**src/rtl/fcrg_pkg.sv**
```systemverilog
// Package for the frame checker with replay guard.
// Holds status codes, register indexes, queue sizing, frame constants and the front-to-back queue entry type.
// No dependencies.
package fcrg_pkg;

    localparam int QUEUE_DEPTH = 4;
    localparam int QUEUE_AW    = $clog2(QUEUE_DEPTH);

    localparam logic REG_START_MARKER = 1'b0;
    localparam logic REG_END_MARKER   = 1'b1;

    typedef enum logic [2:0] {
        ST_OK        = 3'd0,
        ST_SHORT     = 3'd1,
        ST_BAD_START = 3'd2,
        ST_LENGTH    = 3'd3,
        ST_CHECKSUM  = 3'd4,
        ST_BAD_END   = 3'd5,
        ST_REPLAY    = 3'd6
    } t_status;

    localparam logic [15:0] SEQ_WRAP_MARK = 16'hFFFF;
    localparam logic [15:0] MIN_FRAME     = 16'd7;
    localparam logic [16:0] FRAME_OVERHEAD = 17'd8;

    typedef struct packed {
        logic        is_verdict;
        logic [7:0]  data;
        logic [15:0] total;
        logic        start_ok;
        logic [7:0]  running_xor;
        logic [7:0]  checksum;
        logic [7:0]  end_byte;
        logic [7:0]  command;
        logic [15:0] sequence_num;
        logic [15:0] length;
    } t_entry;

endpackage

```
**src/rtl/frame_check_with_replay_guard.sv**
```systemverilog
// Frame checker with replay guard: one buffer byte per transfer, one per cycle unless full.
// Each payload byte or verdict goes via the queue, then the output register, to the ports.
// 1 byte per cycle unless full; a 4-entry queue and an output register decouple both sides.
// Reset: synchronous, active low; clears parse state, replay guard, queue and markers.
// Depends on fcrg_pkg, fcrg_front, fcrg_queue, fcrg_back.
module frame_check_with_replay_guard (
    input  logic        i_clk,
    input  logic        i_rst_n,
    input  logic        push,
    output logic        full,
    input  logic [7:0]  i_data_byte,
    input  logic        i_last_byte,
    output logic        empty,
    input  logic        pop,
    output logic        o_is_verdict,
    output logic [7:0]  o_payload_byte,
    output logic [2:0]  o_status,
    output logic [7:0]  o_command_id,
    output logic [15:0] o_sequence_res,
    output logic [15:0] o_body_length,
    input  logic        i_cfg_we,
    input  logic        i_cfg_index,
    input  logic [7:0]  i_cfg_data
);

    logic [7:0] r_start_marker;
    logic [7:0] r_end_marker;
    logic       take;
    logic       q_wr, q_rd, q_full, q_empty;
    fcrg_pkg::t_entry wr_entry, rd_entry;

    always_ff @(posedge i_clk) begin
        if (!i_rst_n) begin
            r_start_marker <= '0;
            r_end_marker   <= '0;
        end else if (i_cfg_we) begin
            unique case (i_cfg_index)
                fcrg_pkg::REG_START_MARKER: r_start_marker <= i_cfg_data;
                fcrg_pkg::REG_END_MARKER:   r_end_marker   <= i_cfg_data;
                default: ;
            endcase
        end
    end

    assign full = q_full;
    assign take = push && !q_full;

    fcrg_front u_front (
        .i_clk          (i_clk),
        .i_rst_n        (i_rst_n),
        .i_take         (take),
        .i_data         (i_data_byte),
        .i_last         (i_last_byte),
        .i_start_marker (r_start_marker),
        .o_wr           (q_wr),
        .o_entry        (wr_entry)
    );

    fcrg_queue u_queue (
        .i_clk   (i_clk),
        .i_rst_n (i_rst_n),
        .i_wr    (q_wr),
        .i_entry (wr_entry),
        .i_rd    (q_rd),
        .o_entry (rd_entry),
        .o_full  (q_full),
        .o_empty (q_empty)
    );

    fcrg_back u_back (
        .i_clk          (i_clk),
        .i_rst_n        (i_rst_n),
        .i_q_empty      (q_empty),
        .i_entry        (rd_entry),
        .o_q_rd         (q_rd),
        .i_end_marker   (r_end_marker),
        .i_pop          (pop),
        .o_empty        (empty),
        .o_is_verdict   (o_is_verdict),
        .o_payload_byte (o_payload_byte),
        .o_status       (o_status),
        .o_command_id   (o_command_id),
        .o_sequence_res (o_sequence_res),
        .o_body_length  (o_body_length)
    );

endmodule

```
**src/rtl/fcrg_front.sv**
```systemverilog
// Front part: walks the frame layout byte by byte and collects header, checksum state.
// Emits one queue entry per payload byte and per last byte. Depends on fcrg_pkg.
module fcrg_front (
    input  logic              i_clk,
    input  logic              i_rst_n,
    input  logic              i_take,
    input  logic [7:0]        i_data,
    input  logic              i_last,
    input  logic [7:0]        i_start_marker,
    output logic              o_wr,
    output fcrg_pkg::t_entry  o_entry
);

    logic [15:0] r_pos, n_pos;
    logic        r_start_ok, n_start_ok;
    logic [7:0]  r_cmd, n_cmd;
    logic [15:0] r_seq, n_seq;
    logic [15:0] r_len, n_len;
    logic [7:0]  r_xor, n_xor;
    logic [7:0]  r_cs, n_cs;
    logic [7:0]  r_end, n_end;
    logic        is_pay;
    logic [16:0] cs_idx;
    logic [16:0] pos_x;

    always_comb begin
        n_start_ok = r_start_ok;
        n_cmd      = r_cmd;
        n_seq      = r_seq;
        n_len      = r_len;
        n_xor      = r_xor;
        n_cs       = r_cs;
        n_end      = r_end;
        is_pay     = 1'b0;
        cs_idx     = 17'd6 + {1'b0, r_len};
        pos_x      = {1'b0, r_pos};
        if (r_pos == 16'd0) begin
            n_start_ok = (i_data == i_start_marker);
        end else if (r_pos <= 16'd5) begin
            n_xor = r_xor ^ i_data;
            if (r_pos == 16'd1) begin
                n_cmd = i_data;
            end else if (r_pos == 16'd2) begin
                n_seq = {r_seq[15:8], i_data};
            end else if (r_pos == 16'd3) begin
                n_seq = {i_data, r_seq[7:0]};
            end else if (r_pos == 16'd4) begin
                n_len = {r_len[15:8], i_data};
            end else begin
                n_len = {i_data, r_len[7:0]};
            end
        end else if (pos_x < cs_idx) begin
            n_xor  = r_xor ^ i_data;
            is_pay = 1'b1;
        end else if (pos_x == cs_idx) begin
            n_cs = i_data;
        end else if (pos_x == cs_idx + 17'd1) begin
            n_end = i_data;
        end
        n_pos = (r_pos == 16'hFFFF) ? r_pos : r_pos + 16'd1;
    end

    always_comb begin
        o_entry.is_verdict   = i_last;
        o_entry.data         = i_data;
        o_entry.total        = n_pos;
        o_entry.start_ok     = n_start_ok;
        o_entry.running_xor  = n_xor;
        o_entry.checksum     = n_cs;
        o_entry.end_byte     = n_end;
        o_entry.command      = n_cmd;
        o_entry.sequence_num = n_seq;
        o_entry.length       = n_len;
        o_wr                 = i_take && (i_last || is_pay);
    end

    always_ff @(posedge i_clk) begin
        if (!i_rst_n) begin
            r_pos      <= '0;
            r_start_ok <= 1'b0;
            r_cmd      <= '0;
            r_seq      <= '0;
            r_len      <= '0;
            r_xor      <= '0;
            r_cs       <= '0;
            r_end      <= '0;
        end else if (i_take) begin
            if (i_last) begin
                r_pos      <= '0;
                r_start_ok <= 1'b0;
                r_cmd      <= '0;
                r_seq      <= '0;
                r_len      <= '0;
                r_xor      <= '0;
                r_cs       <= '0;
                r_end      <= '0;
            end else begin
                r_pos      <= n_pos;
                r_start_ok <= n_start_ok;
                r_cmd      <= n_cmd;
                r_seq      <= n_seq;
                r_len      <= n_len;
                r_xor      <= n_xor;
                r_cs       <= n_cs;
                r_end      <= n_end;
            end
        end
    end

endmodule

```
**src/rtl/fcrg_queue.sv**
```systemverilog
// Short queue between front and back parts.
// Register-based ring buffer of fcrg_pkg::t_entry. Depends on fcrg_pkg.
module fcrg_queue (
    input  logic              i_clk,
    input  logic              i_rst_n,
    input  logic              i_wr,
    input  fcrg_pkg::t_entry  i_entry,
    input  logic              i_rd,
    output fcrg_pkg::t_entry  o_entry,
    output logic              o_full,
    output logic              o_empty
);

    fcrg_pkg::t_entry r_mem [fcrg_pkg::QUEUE_DEPTH];
    logic [fcrg_pkg::QUEUE_AW-1:0] r_wp, r_rp;
    logic [fcrg_pkg::QUEUE_AW:0]   r_cnt;
    logic do_wr, do_rd;

    assign o_full  = (r_cnt == (fcrg_pkg::QUEUE_AW + 1)'(fcrg_pkg::QUEUE_DEPTH));
    assign o_empty = (r_cnt == '0);
    assign do_wr   = i_wr && !o_full;
    assign do_rd   = i_rd && !o_empty;
    assign o_entry = r_mem[r_rp];

    always_ff @(posedge i_clk) begin
        if (do_wr) begin
            r_mem[r_wp] <= i_entry;
        end
    end

    always_ff @(posedge i_clk) begin
        if (!i_rst_n) begin
            r_wp  <= '0;
            r_rp  <= '0;
            r_cnt <= '0;
        end else begin
            if (do_wr) begin
                r_wp <= r_wp + 1'b1;
            end
            if (do_rd) begin
                r_rp <= r_rp + 1'b1;
            end
            if (do_wr && !do_rd) begin
                r_cnt <= r_cnt + 1'b1;
            end else if (do_rd && !do_wr) begin
                r_cnt <= r_cnt - 1'b1;
            end
        end
    end

endmodule

```
**src/rtl/fcrg_back.sv**
```systemverilog
// Back part: judges verdict entries, keeps the replay guard, holds the result register.
// Depends on fcrg_pkg.
module fcrg_back (
    input  logic              i_clk,
    input  logic              i_rst_n,
    input  logic              i_q_empty,
    input  fcrg_pkg::t_entry  i_entry,
    output logic              o_q_rd,
    input  logic [7:0]        i_end_marker,
    input  logic              i_pop,
    output logic              o_empty,
    output logic              o_is_verdict,
    output logic [7:0]        o_payload_byte,
    output logic [2:0]        o_status,
    output logic [7:0]        o_command_id,
    output logic [15:0]       o_sequence_res,
    output logic [15:0]       o_body_length
);

    logic        r_valid;
    logic        r_verdict;
    logic [7:0]  r_payload;
    logic [2:0]  r_status;
    logic [7:0]  r_cmd;
    logic [15:0] r_seq;
    logic [15:0] r_len;
    logic [15:0] r_last_seq;
    fcrg_pkg::t_status status;
    logic        seq_wrap_ok;

    always_comb begin
        seq_wrap_ok = (i_entry.sequence_num == 16'd0) &&
                      ((r_last_seq == 16'd0) || (r_last_seq == fcrg_pkg::SEQ_WRAP_MARK));
        if (i_entry.total < fcrg_pkg::MIN_FRAME) begin
            status = fcrg_pkg::ST_SHORT;
        end else if (!i_entry.start_ok) begin
            status = fcrg_pkg::ST_BAD_START;
        end else if ({1'b0, i_entry.length} + fcrg_pkg::FRAME_OVERHEAD
                     > {1'b0, i_entry.total}) begin
            status = fcrg_pkg::ST_LENGTH;
        end else if (i_entry.running_xor != i_entry.checksum) begin
            status = fcrg_pkg::ST_CHECKSUM;
        end else if (i_entry.end_byte != i_end_marker) begin
            status = fcrg_pkg::ST_BAD_END;
        end else if (!seq_wrap_ok && (i_entry.sequence_num <= r_last_seq)) begin
            status = fcrg_pkg::ST_REPLAY;
        end else begin
            status = fcrg_pkg::ST_OK;
        end
    end

    assign o_q_rd  = !i_q_empty && (!r_valid || i_pop);
    assign o_empty = !r_valid;

    always_ff @(posedge i_clk) begin
        if (!i_rst_n) begin
            r_valid    <= 1'b0;
            r_last_seq <= '0;
        end else begin
            if (o_q_rd) begin
                r_valid <= 1'b1;
                if (i_entry.is_verdict && (status == fcrg_pkg::ST_OK)) begin
                    r_last_seq <= i_entry.sequence_num;
                end
            end else if (i_pop) begin
                r_valid <= 1'b0;
            end
        end
    end

    always_ff @(posedge i_clk) begin
        if (o_q_rd) begin
            r_verdict <= i_entry.is_verdict;
            r_payload <= i_entry.is_verdict ? 8'd0 : i_entry.data;
            r_status  <= i_entry.is_verdict ? status : fcrg_pkg::ST_OK;
            r_cmd     <= i_entry.command;
            r_seq     <= i_entry.sequence_num;
            r_len     <= i_entry.length;
        end
    end

    assign o_is_verdict   = r_verdict;
    assign o_payload_byte = r_payload;
    assign o_status       = r_status;
    assign o_command_id   = r_cmd;
    assign o_sequence_res = r_seq;
    assign o_body_length  = r_len;

endmodule

```
**config.mk**
```make
export PLATFORM = sky130hd
export DESIGN_NAME = frame_check_with_replay_guard
export DESIGN_NICKNAME = d
export VERILOG_FILES = /design/src/rtl/fcrg_pkg.sv /design/src/rtl/frame_check_with_replay_guard.sv /design/src/rtl/fcrg_front.sv /design/src/rtl/fcrg_queue.sv /design/src/rtl/fcrg_back.sv
export SDC_FILE = /design/constraint.sdc
export NUM_CORES = 1
export LEC_CHECK = 0
export BUFFER_PORTS_ARGS = -buffer_cell sky130_fd_sc_hd__buf_2
export CAP_MARGIN = 20
export CORE_ASPECT_RATIO = 1.75
export CORE_MARGIN = 5
export CORE_UTILIZATION = 35
export CTS_CLUSTER_DIAMETER = 80
export DETAILED_ROUTE_END_ITERATION = 10
export GPL_ROUTABILITY_DRIVEN = 0
export GPL_TIMING_DRIVEN = 0
export MAX_ROUTING_LAYER = met4
export PLACE_DENSITY_LB_ADDON = 0.1
export RECOVER_POWER = 100
export SLEW_MARGIN = 15
export SYNTH_ARGS = -nofsm -noshare
export SYNTH_HDL_FRONTEND = slang
export SYNTH_HIERARCHICAL = 1
export SYNTH_SLANG_ARGS = --single-unit
```
**constraint.sdc**
```tcl
create_clock -name i_clk -period 16.8 [get_ports i_clk]
set_input_delay 1.68 -clock i_clk [delete_from_list [all_inputs] [get_ports i_clk]]
set_output_delay 1.68 -clock i_clk [all_outputs]
set_load 0.1 [all_outputs]
```
# Yosys cells after proc, flatten, opt, wreduce, memory -nomap -nowiden
# Memory sizes are Yosys's and may differ from the RTL's. A register that Yosys moved wholly into a read port is not among the register bits.
# Index checks and enable logic that the tools add are counted.
[totals]
word_cells = 131
ff_bits = 173
mem_bits_rw = 360
n_memories = 1
[mem_list]
columns = ["memory", "words", "width", "read_ports", "rd_clocked_by_memory_dff", "wr", "line", "rtl"]
rows = [
  ["u_queue.r_mem", 4, 90, 1, 1, 1, "fcrg_queue.sv:14", "fcrg_pkg::t_entry r_mem [fcrg_pkg::QUEUE_DEPTH];"],
]
[classes]
n_mux = 53
order_cmp = 5
reduce_logical = 29
bitwise = 2
n_addsub = 8
eq_ne = 12
[ops]
columns = ["op", "n"]
rows = [
  ["16-bit two-way mux", 15],
  ["8-bit two-way mux", 19],
  ["16-bit zero test", 3],
  ["16-bit by 17-bit equality test with 1-bit output", 2],
  ["16-bit equality test, second input constant", 2],
  ["16-bit by 2-bit equality test with 1-bit output, second input constant", 2],
  ["3-bit two-way mux", 8],
  ["16-bit by 4-bit adder with 17-bit output, second input constant", 1],
  ["17-bit by 1-bit adder with 17-bit output, second input constant", 1],
  ["3-bit by 16-bit adder with 17-bit output, first input constant", 1],
  ["17-bit by 16-bit > comparator with 1-bit output", 1],
  ["16-bit by 17-bit less-than comparator with 1-bit output", 1],
  ["16-bit by 1-bit adder with 16-bit output, second input constant", 1],
  ["16-bit by 1-bit equality test with 1-bit output, second input constant", 1],
  ["16-bit by 3-bit equality test with 1-bit output, second input constant", 1],
  ["16-bit less-or-equal comparator", 1],
  ["16-bit by 3-bit less-or-equal comparator with 1-bit output, second input constant", 1],
  ["16-bit by 3-bit less-than comparator with 1-bit output, second input constant", 1],
  ["8-bit != test", 2],
  ["1-bit logical AND", 10],
  ["1-bit two-way mux", 9],
  ["8-bit equality test", 1],
  ["8-bit bitwise XOR", 1],
  ["1-bit zero test", 6],
  ["10 further kinds", 18],
]

# Longest topological paths before layout
[logic_depth]
depth_word = 14
depth_mapped = 22
mapped_depth_nobuf = 20

# Modules after synthesis
# Netlist, hierarchy kept.
[by_module_without_submodules]
columns = ["mod", "instances", "area_each_um2", "cells_each"]
rows = [
  ["fcrg_queue", 1, 13560.5, 518],
  ["fcrg_front", 1, 6248.5, 746],
  ["fcrg_back", 1, 3723.6, 339],
  ["frame_check_with_replay_guard", 1, 626.9, 63],
]

# Worst setup path before layout
# OpenSTA, ideal clock, no wires.
[synth_path]
path_type = "input port to flip-flop"
startpoint = "input pop"
endpoint = "register u_queue/r_cnt[2] (netlist bit)"
stages = 9
n_path_buf = 0
path_slack_ps = 11100
t_arrival_ps = 5625
path_cell_list = "nand2b_1 nor2b_1 o31ai_2 ha_1 inv_1 fa_1 xor2_1 or3_1 a21boi_0"
[synth_via]
elab_chain_cells = 6
elab_cells_between_ends = 8
classes_between = "1 x mux; 7 x reduce/logical"
[synth_lines]
columns = ["item", "line", "rtl"]
rows = [
  ["start: declaration", "frame_check_with_replay_guard.sv:14", "input logic pop,"],
  ["1-bit logical OR *", "fcrg_back.sv:52", "assign o_q_rd = !i_q_empty && (!r_valid || i_pop);"],
  ["1-bit logical AND *", "fcrg_back.sv:52", ""],
  ["net q_rd", "frame_check_with_replay_guard.sv:29", "logic q_wr, q_rd, q_full, q_empty;"],
  ["1-bit logical AND *", "fcrg_queue.sv:22", "assign do_rd = i_rd && !o_empty;"],
  ["1-bit zero test", "fcrg_queue.sv:43", "if (do_wr && !do_rd) begin"],
  ["1-bit logical AND", "fcrg_queue.sv:43", ""],
  ["3-bit two-way mux or 2-bit nonzero test (tied branches)", "-", ""],
  ["end signal: assignment", "fcrg_queue.sv:44", "r_cnt <= r_cnt + 1'b1;"],
  ["end signal: assignment", "fcrg_queue.sv:46", "r_cnt <= r_cnt - 1'b1;"],
  ["end: declaration", "fcrg_queue.sv:16", "logic [fcrg_pkg::QUEUE_AW:0] r_cnt;"],
]
# Mark *: on every way through the listed nets, which the timed path passes. The rest lies on a longest branch.
# A chain may end at the register's enable or synchronous reset.

# Worst setup path after layout
[layout_path]
startpoint = "register u_front.r_len[1]"
endpoint = "memory u_queue/r_mem[1][80] (netlist bit), enable pin"
[layout_via]
elab_chain_cells = 10
[layout_lines]
columns = ["item", "line", "rtl"]
rows = [
  ["start: declaration", "fcrg_front.sv:18", "logic [15:0] r_len, n_len;"],
  ["start signal: assignment", "fcrg_front.sv:102", "r_len <= n_len;"],
  ["3-bit by 16-bit adder with 17-bit output", "fcrg_front.sv:35", "cs_idx = 17'd6 + {1'b0, r_len};"],
  ["16-bit by 17-bit less-than comparator with 1-bit output", "fcrg_front.sv:52", "end else if (pos_x < cs_idx) begin"],
  ["1-bit two-way mux", "fcrg_front.sv:52", ""],
  ["1-bit two-way mux", "fcrg_front.sv:39", "end else if (r_pos <= 16'd5) begin"],
  ["1-bit two-way mux", "fcrg_front.sv:37", "if (r_pos == 16'd0) begin"],
  ["1-bit logical OR", "fcrg_front.sv:74", "o_wr = i_take && (i_last || is_pay);"],
  ["1-bit logical AND", "fcrg_front.sv:74", ""],
  ["net q_wr", "frame_check_with_replay_guard.sv:29", ""],
  ["1-bit logical AND", "fcrg_queue.sv:21", "assign do_wr = i_wr && !o_full;"],
  ["net u_queue.do_wr", "fcrg_queue.sv:17", "logic do_wr, do_rd;"],
  ["1-bit two-way mux", "fcrg_queue.sv:26", "if (do_wr) begin"],
  ["1-bit two-way mux (not written as such)", "fcrg_queue.sv:27", "r_mem[r_wp] <= i_entry;"],
  ["end: declaration", "fcrg_queue.sv:14", ""],
]
# The timed path passes the listed nets, and every way through them passes these cells.

==> metrics.md <==
| Metric | Value |
|---|---|
| Top cells by area, synth | edfxtp_1 51%, dfxtp_1 10%, mux4_2 8.4% |
| Placed cell areas | 0.0260 sq mm |
| Sequential cell area | 0.0148 sq mm |
| Static leakage | 9.10 nW |
| Initial antenna violation count | 1 |
| # DRC | 0 |
| Number of DRC markers in iteration 0 | 750 |
| TNS Setup | 0 ns |
| CTS tree | built |
| Kind of end point of the critical path | flip-flop |
| DRT antenna net count | 0 |
| WL/cell | 23.1 microns |
| Dominant cell type by area after synthesis | edfxtp_1 |
| Via/cell ratio | 5.09 |
| 1st-pass router iterations | 5 |
| Max IR drop VDD | 0.0000857 V |
| Area growth, synth to finish | 12.7% |
| Top FF cell, synth | edfxtp_1 |
| Worst slew pin tran | 3.34 ns |
| Synth cell types | 76 |
| Clock Skew | 0.0280 ns |
| Die area | 0.0746 sq mm |
| Clock latency on the worst-skew pair | 0.61 ns |
| Starting Density | 35.3% |
| Core area | 0.0685 sq mm |
| Vias | 14000 |
| Routed WL | 63.7 mm |
| Global-route usage over all layers | 17.3% |
| Failing checks | capacitance limit, slew limit |
| Mapped Cells | 1666 |
| Root buffer cell | clkbuf_16 |
| Final std cells w/o fill | 2751 |
| First-pass GRT wire length | 94.1 mm |
| CP arrival | 8.48 ns |
| Rel. slew slack | -128% |
| Mapped Area | 0.0242 sq mm |
| Clock sink total | 535 |
| Total CTS buffers | 51 |
| Crit path time final | 8.35 ns |
| YS warnings | 6 |
| Hold Crit Depth | 2 |
| Htree depth | 2 |
| Share of layout cells above drive strength 1 | 12.3% |
| Yosys reg bits | 535 |
| Placed cells | 2657 |
| Design Area, Final | 0.0272 sq mm |
| Ys async rst share | 0% |
| Area share of the largest cell type after synthesis | 51.2% |
| CTS Buffer Depth | 3 |
| Total power | 3.87 mW |
| EDFF count, synth | 412 |
| Critical Path RT | 16.93 ns |
| CTS resizes | 0 |
| Syn_area_per_cell | 14.5 sq um |
| Fillers | 6460 |
| Pwr dens | 142 mW/mm^2 |
| Vias in the first global route | 14600 |
| Post-CTS Hold Fix Bufs | 0 |
| Worst R2R Path Depth | 17 |
| Critical path class | flip-flop to flip-flop |
| Die width | 209 microns |
| CTS clk-pin slew, worst paths | 0.07 ns |
| PortBufs | 76 |
| Seq/Total Area, Yosys | 61.4% |
| Final setup fails | 0 |
| HPWL Detailed | 46.1 mm |
| Nets | 1893 |
| Remaining global-route overflow | 0 |
| Fin. Hold Viols | 0 |
| Fmax achieved | 120 MHz |
| # rows | 127 |
| Area of the multi-input gates | 0.00846 sq mm |
| Outcome | finished with violations |
| Final worst path period share | 49.7% |
| Startpoint Class | flip-flop |
| DIE HEIGHT | 358 microns |
| Final slew viol count | 356 |
| Post-synth net total | 1752 |
| Critical Path Fanout Max | 45 |
| I/O pin total | 77 |
| Hold Slack | 0.475 ns |
| Hold Crit Class | flip-flop to flip-flop |
| Max Cap Viol | 11 |
| ANT cells | 0 |
| Post-CTS setup buffers | 0 |
| Largest net degree at the start of global routing | 46 |
| RSZ-0062 raised after global routing | false |
-- power breakdown --
| group | total [mW] | switching [mW] | internal, mW |
|---|---|---|---|
| combinational | 1.06 | 0.838 | 0.223 |
| sequential | 1.61 | 0.0371 | 1.57 |
| clock | 1.19 | 0.506 | 0.688 |
-- worst max-delay path, cell delays in order, from the launching register on --
cell and delay (ns):
dfxtp_1 0.55, inv_1 0.18, ha_1 0.26, clkbuf_1 0.27, nand2b_1 0.31, nor4_1 0.33, xnor2_1 0.26, ha_1 0.26
a2111o_1 0.40, a21oi_1 0.21, o2111ai_1 0.25, nand3_1 0.16, a21oi_1 0.08, nor2b_1 0.41, nor2b_1 0.18, clkbuf_1 0.28
and2_0 1.09, clkbuf_1 2.30
-- flip-flops by register name (all words and copies together), names as in the netlist, 8 cells and up, named ones only --
signal                 cells
u_queue/r_mem            360
u_back/o_payload_byte      8
u_back/o_body_length      16
u_front/r_cmd              8
u_back/r_last_seq         16
r_end_marker               8
u_front/r_end              8
u_front/r_xor              8
u_back/o_command_id        8
u_front/r_cs               8
u_front/r_len             16
u_front/r_pos             16
r_start_marker             8
u_back/o_sequence_res     16
u_front/r_seq             16
-- kinds of logic (layout without fill, tap and decap cells) --
| kind of cell | after synthesis | in the layout | share of synthesized area (%) |
|---|---|---|---|
| AOI/OAI and AO/OA | 191 | 191 | 5.34 |
| and+or+nand+nor | 460 | 460 | 10.8 |
| xor gates and xnor gates | 84 | 84 | 3.23 |
| DFF | 535 | 535 | 61.4 |
| adders and majority gates | 63 | 63 | 3.29 |
| muxes | 182 | 182 | 12.5 |
| buffers and inverters | 151 | 333 | 3.49 |
-- path summary, 6_finish.rpt --
path,from,to,slack [ns]
setup reg to reg,u_front/r_len[1],u_queue/r_mem[1][80],8.45
setup / recovery,u_front/r_len[1],u_queue/r_mem[1][80],8.45
hold / removal,r_end_marker[3],r_end_marker[3],0.48
hold reg to reg,r_end_marker[3],r_end_marker[3],0.48
-- layout make-up --
class,instances,share of cell area (%)
plain buffers,102,2.04
well taps,903,4.15
multi-input cells,980,31.1
clock buffers,60,4.99
flip-flops and latches,535,54.5
inverters,49,0.675
clock inverters,34,1.34
repair buffers,88,1.27
-- layer usage --
layer,vias up,GRT usage (%),share of wire (%)
met5,-,-,0
li1,6562,-,-
met3,106,2.22,2.8
met4,0,7.64,4.9
met1,7094,18.8,38
met2,234,31.6,54
-- placed cells by master, fill, tap and decap left out, drive strengths merged, types with 28 or more instances in the layout --
cell type  Yosys  layout
ha            62      62
nor2b        138     138
nand4         35      35
nor2          41      41
nor4          28      28
buf           49      36
a21oi         80      80
xor2          34      34
mux2          55      55
dfxtp        123     123
xnor2         47      47
mux2i         37      37
mux4          90      90
inv           49      50
edfxtp       412     412
clkbuf        53     214
nand2        104     104
-- cells in the mapped netlist (3+ instances only) --
cell type,instances
o211ai_1,13
buf_1,3
dfxtp_1,123
a2bb2oi_1,8
a22oi_1,12
nand3b_1,24
nand2_1,104
inv_1,49
edfxtp_1,412
a21oi_1,78
nor2_1,41
xor2_1,34
buf_4,12
and4_1,6
nor3_1,13
a31oi_1,3
nand3_1,16
nor2b_1,138
and2_1,15
nand4_1,32
buf_2,18
nand4_2,3
o41ai_1,3
o21a_1,11
o21ai_0,16
a21bo_2,8
o21ai_1,5
mux2_1,4
buf_6,6
mux4_2,90
nand2b_1,13
nor4_1,28
xnor2_1,47
buf_12,10
nor3b_1,4
and3_1,8
a211oi_1,4
mux2i_1,37
ha_1,62
a21o_1,3
clkbuf_1,53
mux2_2,51
-- metrics by stage --
stage | utilization, % | worst slack, ns
final | 39.8 | 8.45
after global routing | 39.8 | 7.78
after CTS | 40.4 | 11.24
after detailed placement | 37.9 | 10.88
after global placement | 37.5 | 7.59
after floorplan | - | 11.10
No activity file was read; power rests on OpenSTA's default activity.
